[config.mk]
export PLATFORM = sky130hd
export DESIGN_NAME = lfb_seq
export DESIGN_NICKNAME = d
export VERILOG_FILES = /design/src/lfb_pkg.sv /design/src/lfb_seq.sv
export SDC_FILE = /design/constraint.sdc
export NUM_CORES = 1
export LEC_CHECK = 0
export BUFFER_PORTS_ARGS = -buffer_cell sky130_fd_sc_hd__buf_2
export CORE_UTILIZATION = 49
export CTS_BUF_LIST = sky130_fd_sc_hd__clkbuf_8
export CTS_CLUSTER_SIZE = 25
export DETAILED_ROUTE_END_ITERATION = 8
export GPL_TIMING_DRIVEN = 0
export PLACE_DENSITY = 0.88
export SLEW_MARGIN = 15
export SYNTH_ARGS = -nofsm -noshare
export SYNTH_HDL_FRONTEND = slang
export SYNTH_SLANG_ARGS = --single-unit
export TNS_END_PERCENT = 1
[constraint.sdc]
create_clock -name clk -period 2.5 [get_ports clk]
set_input_delay 0.375 -clock clk [delete_from_list [all_inputs] [get_ports clk]]
set_output_delay 0.375 -clock clk [all_outputs]
set_load 0.05 [all_outputs]
[src/lfb_pkg.sv]
// Shared constants, codes and control types of the LCD frame buffer.
package lfb_pkg;

  localparam int COLUMNS        = 128;
  localparam int PAGES          = 8;
  localparam int CMD_STEPS      = 3;
  localparam int STEPS_PER_PAGE = COLUMNS + CMD_STEPS;
  localparam int STORE_DEPTH    = COLUMNS * PAGES;

  localparam int ADDR_W = $clog2(STORE_DEPTH);
  localparam int COL_W  = $clog2(COLUMNS);
  localparam int PAGE_W = (PAGES > 1) ? $clog2(PAGES) : 1;
  localparam int STEP_W = $clog2(STEPS_PER_PAGE);

  localparam int IN_W  = 24;
  localparam int OUT_W = 8;

  localparam logic [7:0] CMD_PAGE_BASE = 8'hB0;
  localparam logic [7:0] CMD_COL_LOW   = 8'h00;
  localparam logic [7:0] CMD_COL_HIGH  = 8'h10;

  typedef enum logic [1:0] {
    REQ_PLOT    = 2'd0,
    REQ_REFRESH = 2'd1,
    REQ_FILL    = 2'd2,
    REQ_TICK    = 2'd3
  } req_t;

  typedef struct packed {
    logic start;
    logic from_store;
    logic advance;
  } seq_ctl_t;

  typedef struct packed {
    logic              active;
    logic              is_data;
    logic              frame_end;
    logic              from_store;
    logic [7:0]        cmd_byte;
    logic [7:0]        held_fill;
    logic [ADDR_W-1:0] rd_addr;
  } seq_stat_t;

endpackage

[src/lfb_seq.sv]
// Refresh sequencer: page and step counters, command bytes, read address.
module lfb_seq (
  input  logic               clk,
  input  logic               rst,
  input  lfb_pkg::seq_ctl_t  ctl,
  input  logic [7:0]         fill_value,
  output lfb_pkg::seq_stat_t stat
);
  import lfb_pkg::*;

  logic              active;
  logic              from_store;
  logic [7:0]        held_fill;
  logic [PAGE_W-1:0] page;
  logic [STEP_W-1:0] step;
  logic [COL_W-1:0]  col;
  logic [7:0]        cmd_byte;

  always_ff @(posedge clk) begin
    if (rst) begin
      active     <= 1'b0;
      from_store <= 1'b0;
      held_fill  <= 8'h00;
      page       <= '0;
      step       <= '0;
    end else if (ctl.start) begin
      active     <= 1'b1;
      from_store <= ctl.from_store;
      page       <= '0;
      step       <= '0;
      if (!ctl.from_store) begin
        held_fill <= fill_value;
      end
    end else if (ctl.advance) begin
      if (step == STEP_W'(STEPS_PER_PAGE - 1)) begin
        step <= '0;
        if (page == PAGE_W'(PAGES - 1)) begin
          page   <= '0;
          active <= 1'b0;
        end else begin
          page <= page + 1'b1;
        end
      end else begin
        step <= step + 1'b1;
      end
    end
  end

  assign col = COL_W'(step - STEP_W'(CMD_STEPS));

  always_comb begin
    case (step)
      STEP_W'(0): cmd_byte = CMD_PAGE_BASE + 8'(page);
      STEP_W'(1): cmd_byte = CMD_COL_LOW;
      default:    cmd_byte = CMD_COL_HIGH;
    endcase
  end

  assign stat.cmd_byte   = cmd_byte;
  assign stat.active     = active;
  assign stat.from_store = from_store;
  assign stat.held_fill  = held_fill;
  assign stat.is_data    = (step >= STEP_W'(CMD_STEPS));
  assign stat.frame_end  = (page == PAGE_W'(PAGES - 1)) &&
                           (step == STEP_W'(STEPS_PER_PAGE - 1));
  assign stat.rd_addr    = ADDR_W'(ADDR_W'(page) * ADDR_W'(COLUMNS) + ADDR_W'(col));

endmodule

==> results.py, run 1 <==
metrics = {
    "critical_path": {
        "crit_path_end_kind": "primary output",
        "crit_family": "simple AND/OR/NAND/NOR gates",
        "worstPathCellList": "buf_6, or4_4, buf_6, nor3_4, and2_4, buf_4, buf_8",
        "critPathKind": "reg -> out",
        "crit_required_ps": 2120,
        "endpoint": "stat[25]",
        "crit_cells": 7,
        "worst-path-buf-inv": 4,
        "timing.critical_path.from": "step[2]",
        "crit_arrival_ps": 2050,
        "cp_slowest_stage_delay_ps": 530,
        "critPathSlowestCell": "or4_4",
        "rr_worst_depth": 5,
        "cp_max_fo": 9,
        "r2r-start": "step[2]",
        "worstSetupStartpointType": "register",
        "worstReg2RegEnd": "page[0]",
        "cp_common_cell": "buf_6",
        "reg2reg_slack_ps": 710,
    },
    "floorplanning": {
        "die_x_um": 49.2,
        "core.rowCount": 16,
        "die_area_um2": 2420,
        "core-area_um2": 2020,
        "pin_count": 43,
        "start_util_pct": 54.0,
        "dieHeight_um": 49.2,
    },
    "sta": {
        "finalWorstSetupSlack_ps": 74.2,
        "setup_viol": 0,
        "slew_headroom_pct": 63.3,
        "hold_viol_final": 0,
        "fmax_mhz": 412,
        "tightest_slew_ps": 550,
        "layout_worst_path_cycle_share_pct": 97.0,
        "fin_skew_ps": 4.19,
        "setup_tns_ps": 0,
        "period_needed_ps": 2430,
        "drv_slew": 0,
        "rsz0062_at_grt": "false",
    },
    "clock_tree": {
        "cts_buffers": 3,
        "cts_root_buf": "clkbuf_8",
        "clkLatencyLatePin_ps": 260,
        "cts_tree": "built",
        "cts_max_level": 1,
        "cts.sinks": 21,
        "ctsHoldBuffers": 0,
        "cts_buffer_depth": 2,
        "cts.clk_slew.worst_paths_ps": 80,
    },
    "yosys": {
        "synthFlopType": "dfxtp_1",
        "synthTopCellsByArea": "dfxtp_1 (39%), mux2i_1 (9.2%), ha_1 (6.9%), nor2_1 (5.8%), xor2_1 (5.6%)",
        "synth_area_um2": 1090,
        "yosysWarningCount": 0,
        "synth_seq_cells": 21,
        "synthCells": 123,
        "async_flop_share_pct": 0,
        "synth_top_cell_area_share_pct": 38.5,
        "syn_avg_cell_area_um2": 8.87,
        "synth_edf_count": 0,
        "ys_types": 32,
        "yosysTopAreaCell": "dfxtp_1",
        "yosysSeqAreaShare_pct": 38.5,
    },
    "power_and_ir_drop": {
        "powerDensity_nw_per_um2": 493,
        "finalPower_uw": 699,
        "ir_worst_vdd_mv": 0.367,
        "power.leakage_uw": 0.000654,
    },
    "final_layout": {
        "layout.cells.non_filler": 194,
        "final_nets": 187,
        "drive_gt1_share_pct": 32.9,
        "fin_area_um2": 1420,
        "num_antenna_cells": 0,
        "syn_to_final_growth_pct": 29.8,
    },
    "hold_path": {
        "hp-class": "in -> reg",
    },
    "placed_design": {
        "dp_hpwl_mm": 1.67,
        "post-place-ws_ps": 17.8,
        "place_congestion": 0.781,
        "placed_area_um2": 1330,
        "numPortBuffers": 39,
        "dp.cells": 190,
    },
    "route": {
        "drt-pass1-iter-count": 4,
        "viasPerCell": 5.27,
        "drt_iter0_drc": 20,
        "drt.antenna.violating_nets": 0,
        "vias": 1022,
        "wire_per_inst_um": 11.8,
        "drc": 0,
        "routed_wl_mm": 2.29,
    },
    "outcome": {
        "status": "finished, final reports clean",
    },
    "grt": {
        "grt_first_pass_wirelength_mm": 3.87,
        "antenna_found_initial": 0,
        "grt_max_degree": 13,
        "first_global_vias": 916,
        "grt_use_total_pct": 20.0,
        "overflow": 0,
    },
    "run": {
        "maxCapViolations": 0,
    },
}
-- worst min-delay path: cells and delay by family --
family / cells / cell delay (ps)
multiplexers: 1 / 60
AND/OR/NAND/NOR: 1 / 70
buffers and inverters: 1 / 80
-- what timing repair did --
item	4_1_cts	5_1_grt
buffers inserted	0	1
pin swaps	0	2
endpoints found under the setup margin	7	5
gates resized for setup	2	13
-- cell type report --
type	instances	area, um2
repair buffers	40	223
fillers	172	606
multi-input cells	88	607
well taps	27	33.8
flip-flops and latches	21	420
clock inverters	1	5.00
plain buffers	11	75.1
clock buffers	3	41.3
inverters	3	11.3
-- sequential cells by signal, summed over array words and instances, names as in the netlist --
signal	flops
from_store	1
step	8
page	3
active	1
held_fill	8
-- metrics by stage --
step | util, % | hold slack [ps]
floorplan | - | 462
global placement | 65.5 | 471
detailed placement | 65.5 | 479
CTS | 68.4 | 351
global route | 70.0 | 349
finish | 70.0 | 351
-- worst min-delay path by stage --
stage / cells after the start / to / slack [ps] / start
after floorplan: 2 / from_store / 460 / from_store
after global placement: 2 / held_fill[1] / 470 / held_fill[1]
after detailed placement: 2 / held_fill[6] / 480 / held_fill[6]
after CTS: 3 / held_fill[6] / 350 / fill_value[6]
after global routing: 3 / held_fill[6] / 350 / fill_value[6]
final: 3 / held_fill[1] / 350 / fill_value[1]
-- synth_stat cells, drive strengths merged (2+ instances only) --
cell     n
a21oi    7
and3     3
buf      8
clkbuf   4
dfxtp   21
ha       6
inv      3
mux2i   10
nand2    3
nand3    2
nand4    4
nand4b   2
nor2    17
nor3     2
o21ai    6
or3      3
or4      2
xnor2    2
xor2     7
-- logic make-up after synthesis --
logic type	after synthesis	synth area share, %
flops	21	38.5
other cells	1	0.344
buf+inv	15	7.80
fa+ha+maj	6	6.88
compound gates	15	7.45
xor+xnor	9	7.23
mux	10	9.17
simple gates	46	22.6
-- power breakdown --
group	switching (uW)	total (uW)	leakage, uW	internal, uW
registers	6.78	350	0.000171	344
logic	82.4	122	0.000457	39.5
clock network	115	226	0.0000255	111
-- routing by layer --
| metal | GRT usage, % | share of wire (%) | vias to the layer above |
|---|---|---|---|
| met5 | 0 | 0 | - |
| met4 | 7.35 | 0.35 | 0 |
| met3 | 3.43 | 4.6 | 2 |
| met2 | 32.4 | 50 | 35 |
| met1 | 26.4 | 45 | 481 |
| li1 | - | - | 504 |
-- cell usage in the layout, fill, tap and decap left out, types with 2 or more instances in the layout --
| cell type | count |
|---|---|
| a21oi_1 | 7 |
| and3_1 | 3 |
| buf_2 | 34 |
| buf_4 | 6 |
| buf_6 | 2 |
| clkbuf_1 | 4 |
| clkbuf_4 | 4 |
| clkbuf_8 | 3 |
| conb_1 | 2 |
| dfxtp_1 | 21 |
| ha_1 | 6 |
| inv_1 | 3 |
| mux2i_1 | 10 |
| nand2_1 | 3 |
| nand3_1 | 2 |
| nand4_1 | 4 |
| nand4b_1 | 2 |
| nor2_1 | 17 |
| o21ai_0 | 6 |
| or3_1 | 3 |
| xnor2_1 | 2 |
| xor2_1 | 7 |
Power figures use the tool's default switching activity.
==> inputs of run 2 (changes only) <==
--- a/config.mk
+++ b/config.mk
@@ -6,12 +6,13 @@
 export NUM_CORES = 1
 export LEC_CHECK = 0
 export BUFFER_PORTS_ARGS = -buffer_cell sky130_fd_sc_hd__buf_2
-export CORE_UTILIZATION = 49
+export CORE_MARGIN = 3
+export CORE_UTILIZATION = 53
 export CTS_BUF_LIST = sky130_fd_sc_hd__clkbuf_8
 export CTS_CLUSTER_SIZE = 25
 export DETAILED_ROUTE_END_ITERATION = 8
 export GPL_TIMING_DRIVEN = 0
-export PLACE_DENSITY = 0.88
+export PLACE_DENSITY = 0.94
 export SLEW_MARGIN = 15
 export SYNTH_ARGS = -nofsm -noshare
 export SYNTH_HDL_FRONTEND = slang
==> constraint.sdc (replaced) <==
create_clock -name clk -period 2.9 [get_ports clk]
set_input_delay 0.435 -clock clk [delete_from_list [all_inputs] [get_ports clk]]
set_output_delay 0.435 -clock clk [all_outputs]
set_load 0.05 [all_outputs]
==> run 2 against run 1 <==
Die area up 9.1%. Sequential share of layout area up 0.95 points. Core utilization up 4.6 points. Register-to-register slack better by 320 ps. Worst hold slack better by 64 ps. Cell count down 1.0%. Final area down 3.1%. Total power down 15%. Global-route usage up 0.075 points. Clock skew down 0.68 ps. Worst setup slack better by 170 ps. First-iteration DRC count unchanged.
==> results.py, run 2 (same netlist as run 1, synthesis figures left out) <==
metrics = {
    "final_layout": {
        "fill_cells": 140,
        "num_antenna_cells": 0,
        "layout_commonest_cell": "buf_2",
        "final_nets": 187,
        "syn_to_final_growth_pct": 25.8,
        "final_util_pct": 74.6,
        "drive_gt1_share_pct": 31.7,
        "reg.largest.list": "held_fill (8), step (8), page (3)",
        "final_cell_mix": "buf_2 (41), dfxtp_1 (21), nor2_1 (17)",
        "layout.cells.non_filler": 192,
    },
    "sta": {
        "fmax_mhz": 376,
        "setup_tns_ps": 0,
        "drv_slew": 0,
        "hold_viol_final": 0,
        "period_needed_ps": 2660,
        "slew_headroom_pct": 61.0,
        "fin_skew_ps": 3.50,
        "tightest_slew_ps": 585,
        "rsz0062_at_grt": "false",
        "layout_worst_path_cycle_share_pct": 91.6,
        "setup_viol": 0,
    },
    "placed_design": {
        "dp.cells": 188,
        "numPortBuffers": 39,
        "dp_hpwl_mm": 1.88,
        "place_congestion": 0.825,
    },
    "floorplanning": {
        "die_area_um2": 2640,
        "pin_count": 43,
        "dieHeight_um": 51.4,
        "core-area_um2": 1840,
        "die_x_um": 51.4,
        "core.rowCount": 15,
        "start_util_pct": 59.3,
    },
    "power_and_ir_drop": {
        "ir_worst_vdd_mv": 0.378,
        "swShare_pct": 29.1,
        "power.leakage_uw": 0.000644,
        "pwr-share-seq_pct": 50.6,
        "p_int_uw": 423,
        "finalPower_uw": 596,
        "combPwrFrac_pct": 17.2,
        "pwr-share-clk_pct": 32.2,
        "p_sw_uw": 173,
        "powerDensity_nw_per_um2": 434,
    },
    "clock_tree": {
        "cts.sinks": 21,
        "cts_max_level": 1,
        "cts_setup_buffers": 0,
        "cts_root_buf": "clkbuf_8",
        "clkLatencyLatePin_ps": 260,
        "cts_buffers": 3,
        "cts_tree": "built",
        "cts.clk_slew.worst_paths_ps": 80,
        "cts_buffer_depth": 2,
    },
    "run": {
        "maxCapViolations": 0,
    },
    "critical_path": {
        "critPathKind": "reg -> out",
        "crit_required_ps": 2470,
        "crit_arrival_ps": 2220,
        "crit_path_end_kind": "primary output",
        "cp_max_fo": 8,
        "worstSetupStartpointType": "register",
    },
    "route": {
        "wire_per_inst_um": 13.0,
        "drt-pass1-iter-count": 4,
        "drt.antenna.violating_nets": 0,
        "routed_wl_mm": 2.49,
        "viasPerCell": 5.27,
        "drt_iter0_drc": 20,
        "drc": 0,
        "vias": 1011,
    },
    "grt": {
        "antenna_found_initial": 0,
        "grt_use_total_pct": 20.0,
        "overflow": 0,
        "met2_usage_pct": 36.2,
        "first_global_vias": 946,
        "globalRouteMet1Util_pct": 22.7,
        "grt_first_pass_wirelength_mm": 4.06,
        "grt_max_degree": 13,
        "grt.met3_usage_pct": 2.92,
        "busiest_layer": "met2",
    },
    "hold_path": {
        "hp-class": "in -> reg",
    },
    "outcome": {
        "status": "finished, final reports clean",
    },
}
[run 2: power groups by stage]
stage	Sequential, uW	Combinational, uW	Clock [uW]
floorplan	327	59.4	0
global placement	308	99.9	0
detailed placement	309	102	0
CTS	302	103	194
global route	303	108	209
finish	302	102	192
[run 2: metrics by stage]
step                      cell area, um2  hold WS (ps)  setup WS [ps]
after floorplan                     1090           462            307
after global placement              1320           471            418
after detailed placement            1320           482            363
after CTS                           1370           415           71.2
after global routing                1370           420           98.3
final                               1370           415            243
[run 2: area by class of cell]
cell class	count	area [um2]	share of cell area (%)
plain buffers	12	73.8	5.38
clock buffers	3	41.3	3.01
clock inverters	1	5.00	0.365
inverters	3	11.3	0.820
multi-input cells	88	594	43.3
flip-flops and latches	21	420	30.6
well taps	25	31.3	2.28
repair buffers	39	195	14.2
[run 2: timing repair]
action / CTS / global route
gates resized for setup: 0 / 1
endpoints found under the setup margin: 0 / 5
hold buffers: 0 / 0
hold endpoints to repair: 0 / 0
[run 2: path summary, 6_finish.rpt]
| kind | startpoint | endpoint | slack [ps] | cells past startpoint |
|---|---|---|---|---|
| setup / recovery | step[3] | stat[25] | 240 | 7 |
| hold / removal | fill_value[1] | held_fill[1] | 420 | 3 |
| setup reg to reg | step[3] | page[0] | 1030 | 5 |
| hold reg to reg | held_fill[2] | held_fill[2] | 500 | 2 |
[run 2: critical path: stages (launching register included)]
cell	delay (ps)
dfxtp_1	300
buf_2	160
or4_1	510
buf_2	180
nor3_2	270
and2_1	200
buf_4	100
buf_2	240
[run 2: per-layer routing]
metal  vias up  part of all wire [%]
met2        26                    51
met5         -                     0
met1       475                    43
met4         0                   1.8
li1        505                     -
met3         5                   3.9
==> inputs of run 3 (changes only) <==
==> constraint.sdc (replaced) <==
create_clock -name clk -period 3.45 [get_ports clk]
set_input_delay 0.5175 -clock clk [delete_from_list [all_inputs] [get_ports clk]]
set_output_delay 0.5175 -clock clk [all_outputs]
set_load 0.05 [all_outputs]
==> run 3 against run 2 <==
Clock power down 16%. Register-to-register slack improved by 560 ps. Critical path depth stayed put. Core utilization shrank 0.27 points. Clock-buffer cell count unchanged. Clock skew is 0.56 ps lower. Combinational power is 16% lower. Worst setup slack better by 280 ps. Cell count did not move. Sequential share of layout area grew 0.11 points. Flip-flop and latch count stayed put. First-iteration DRC count decreased by 10%.
==> results.py, run 3 (same netlist as run 1, synthesis figures left out) <==
metrics = {
    "outcome": {
        "status": "finished, final reports clean",
    },
    "route": {
        "drt.antenna.violating_nets": 0,
        "routed-wl-met2_mm": 1.27,
        "wire_per_inst_um": 12.9,
        "vias": 1016,
        "routed_wl_mm": 2.48,
        "wl_met1_mm": 1.06,
        "dr_wl_met3_um": 101,
        "viasPerCell": 5.29,
        "drt-pass1-iter-count": 4,
        "drt_iter0_drc": 18,
        "drc": 0,
        "top_layer": "met4",
    },
    "sta": {
        "fmax_mhz": 342,
        "rsz0062_at_grt": "false",
        "tightest_slew_ps": 585,
        "setup_tns_ps": 0,
        "slew_headroom_pct": 61.0,
        "drv_slew": 0,
        "setup_viol": 0,
        "finalWorstSetupSlack_ps": 522,
        "hold_viol_final": 0,
        "fin_skew_ps": 2.95,
        "period_needed_ps": 2930,
        "layout_worst_path_cycle_share_pct": 84.9,
    },
    "clock_tree": {
        "ctsHoldBuffers": 0,
        "cts_buffers": 3,
        "cts_root_buf": "clkbuf_8",
        "clkLatencyLatePin_ps": 260,
        "cts_setup_buffers": 0,
        "cts_tree": "built",
        "cts.sinks": 21,
        "cts.clk_slew.worst_paths_ps": 80,
        "cts_max_level": 1,
        "cts_buffer_depth": 2,
        "cts_resized": 0,
    },
    "floorplanning": {
        "die_x_um": 51.4,
        "core.rowCount": 15,
        "pin_count": 43,
        "die_area_um2": 2640,
        "core-area_um2": 1840,
        "dieHeight_um": 51.4,
        "start_util_pct": 59.3,
    },
    "placed_design": {
        "dp_hpwl_mm": 1.88,
        "placed_area_um2": 1320,
        "post-place-ws_ps": 831,
        "numPortBuffers": 39,
        "place_congestion": 0.825,
    },
    "hold_path": {
        "hp-class": "reg -> reg",
    },
    "critical_path": {
        "critPathSlowestCell": "or4_1",
        "cp_common_cell": "buf_2",
        "worstPathCellList": "buf_2, or4_1, buf_2, nor3_1, and2_1, buf_4, buf_2",
        "crit_path_end_kind": "primary output",
        "crit_required_ps": 2930,
        "crit_arrival_ps": 2410,
        "worstSetupStartpointType": "register",
        "cp_max_fo": 8,
        "critPathKind": "reg -> out",
        "cp_slowest_stage_delay_ps": 510,
    },
    "power_and_ir_drop": {
        "powerDensity_nw_per_um2": 367,
        "ir_worst_vdd_mv": 0.318,
        "power.leakage_uw": 0.000643,
    },
    "final_layout": {
        "fin_area_um2": 1370,
        "drive_gt1_share_pct": 31.1,
        "final_cell_mix": "buf_2 (41), dfxtp_1 (21), nor2_1 (17)",
        "final_nets": 187,
        "num_antenna_cells": 0,
        "reg.largest.list": "held_fill (8), step (8), page (3)",
        "syn_to_final_growth_pct": 25.3,
        "final_util_pct": 74.4,
        "layout_commonest_cell": "buf_2",
    },
    "grt": {
        "overflow": 0,
        "grt_max_degree": 13,
        "grt_use_total_pct": 20.0,
        "antenna_found_initial": 0,
        "grt_first_pass_wirelength_mm": 4.06,
        "first_global_vias": 946,
    },
    "run": {
        "maxCapViolations": 0,
    },
}
## run 3: changes by cell type in the layout (fill, tap and decap cells not counted)
cell / change
nor3_2: -1
nor3_1: +1
## run 3: report_power, final
group	switching, uW	total [uW]	leakage, uW	internal [uW]
registers	4.74	254	0.000171	249
clock network	81.1	162	0.0000255	80.5
logic	59.9	86.0	0.000447	26.0
## run 3: metrics by stage
stage               hold slack, ps  total power [uW]  std cells
detailed placement             482               345        188
global placement               471               343        188
finish                         497               501        192
CTS                            497               503        192
floorplan                      462               325        124
global route                   502               521        192
## run 3: worst max-delay path, delay by kind of cell, from the launching register on
kind | cells | cell delay, ps
flops | 1 | 300
buf+inv | 4 | 680
simple gates | 3 | 1160
## run 3: layer usage
metal  track usage (%)  vias up
met5                 0        -
met4              9.61        0
met3              2.92        5
met2              36.2       26
met1              22.7      482
li1                  -      503
## run 3: cell type report
type                            instances  area, um2
Clock inverter                          1       5.00
Fill cell                             142        472
Timing Repair Buffer                   39        195
Tap cell                               25       31.3
Buffer                                 12       73.8
Clock buffer                            3       41.3
Sequential cell                        21        420
Inverter                                3       11.3
Multi-Input combinational cell         88        589
## run 3: final timing paths
check / start / endpoint / slack, ps / depth (start not counted)
worst min register to register: held_fill[2] / held_fill[2] / 500 / 2
worst min-delay path: held_fill[2] / held_fill[2] / 500 / 2
worst max register to register: step[3] / page[0] / 1590 / 5
worst max-delay path: step[3] / stat[25] / 520 / 7
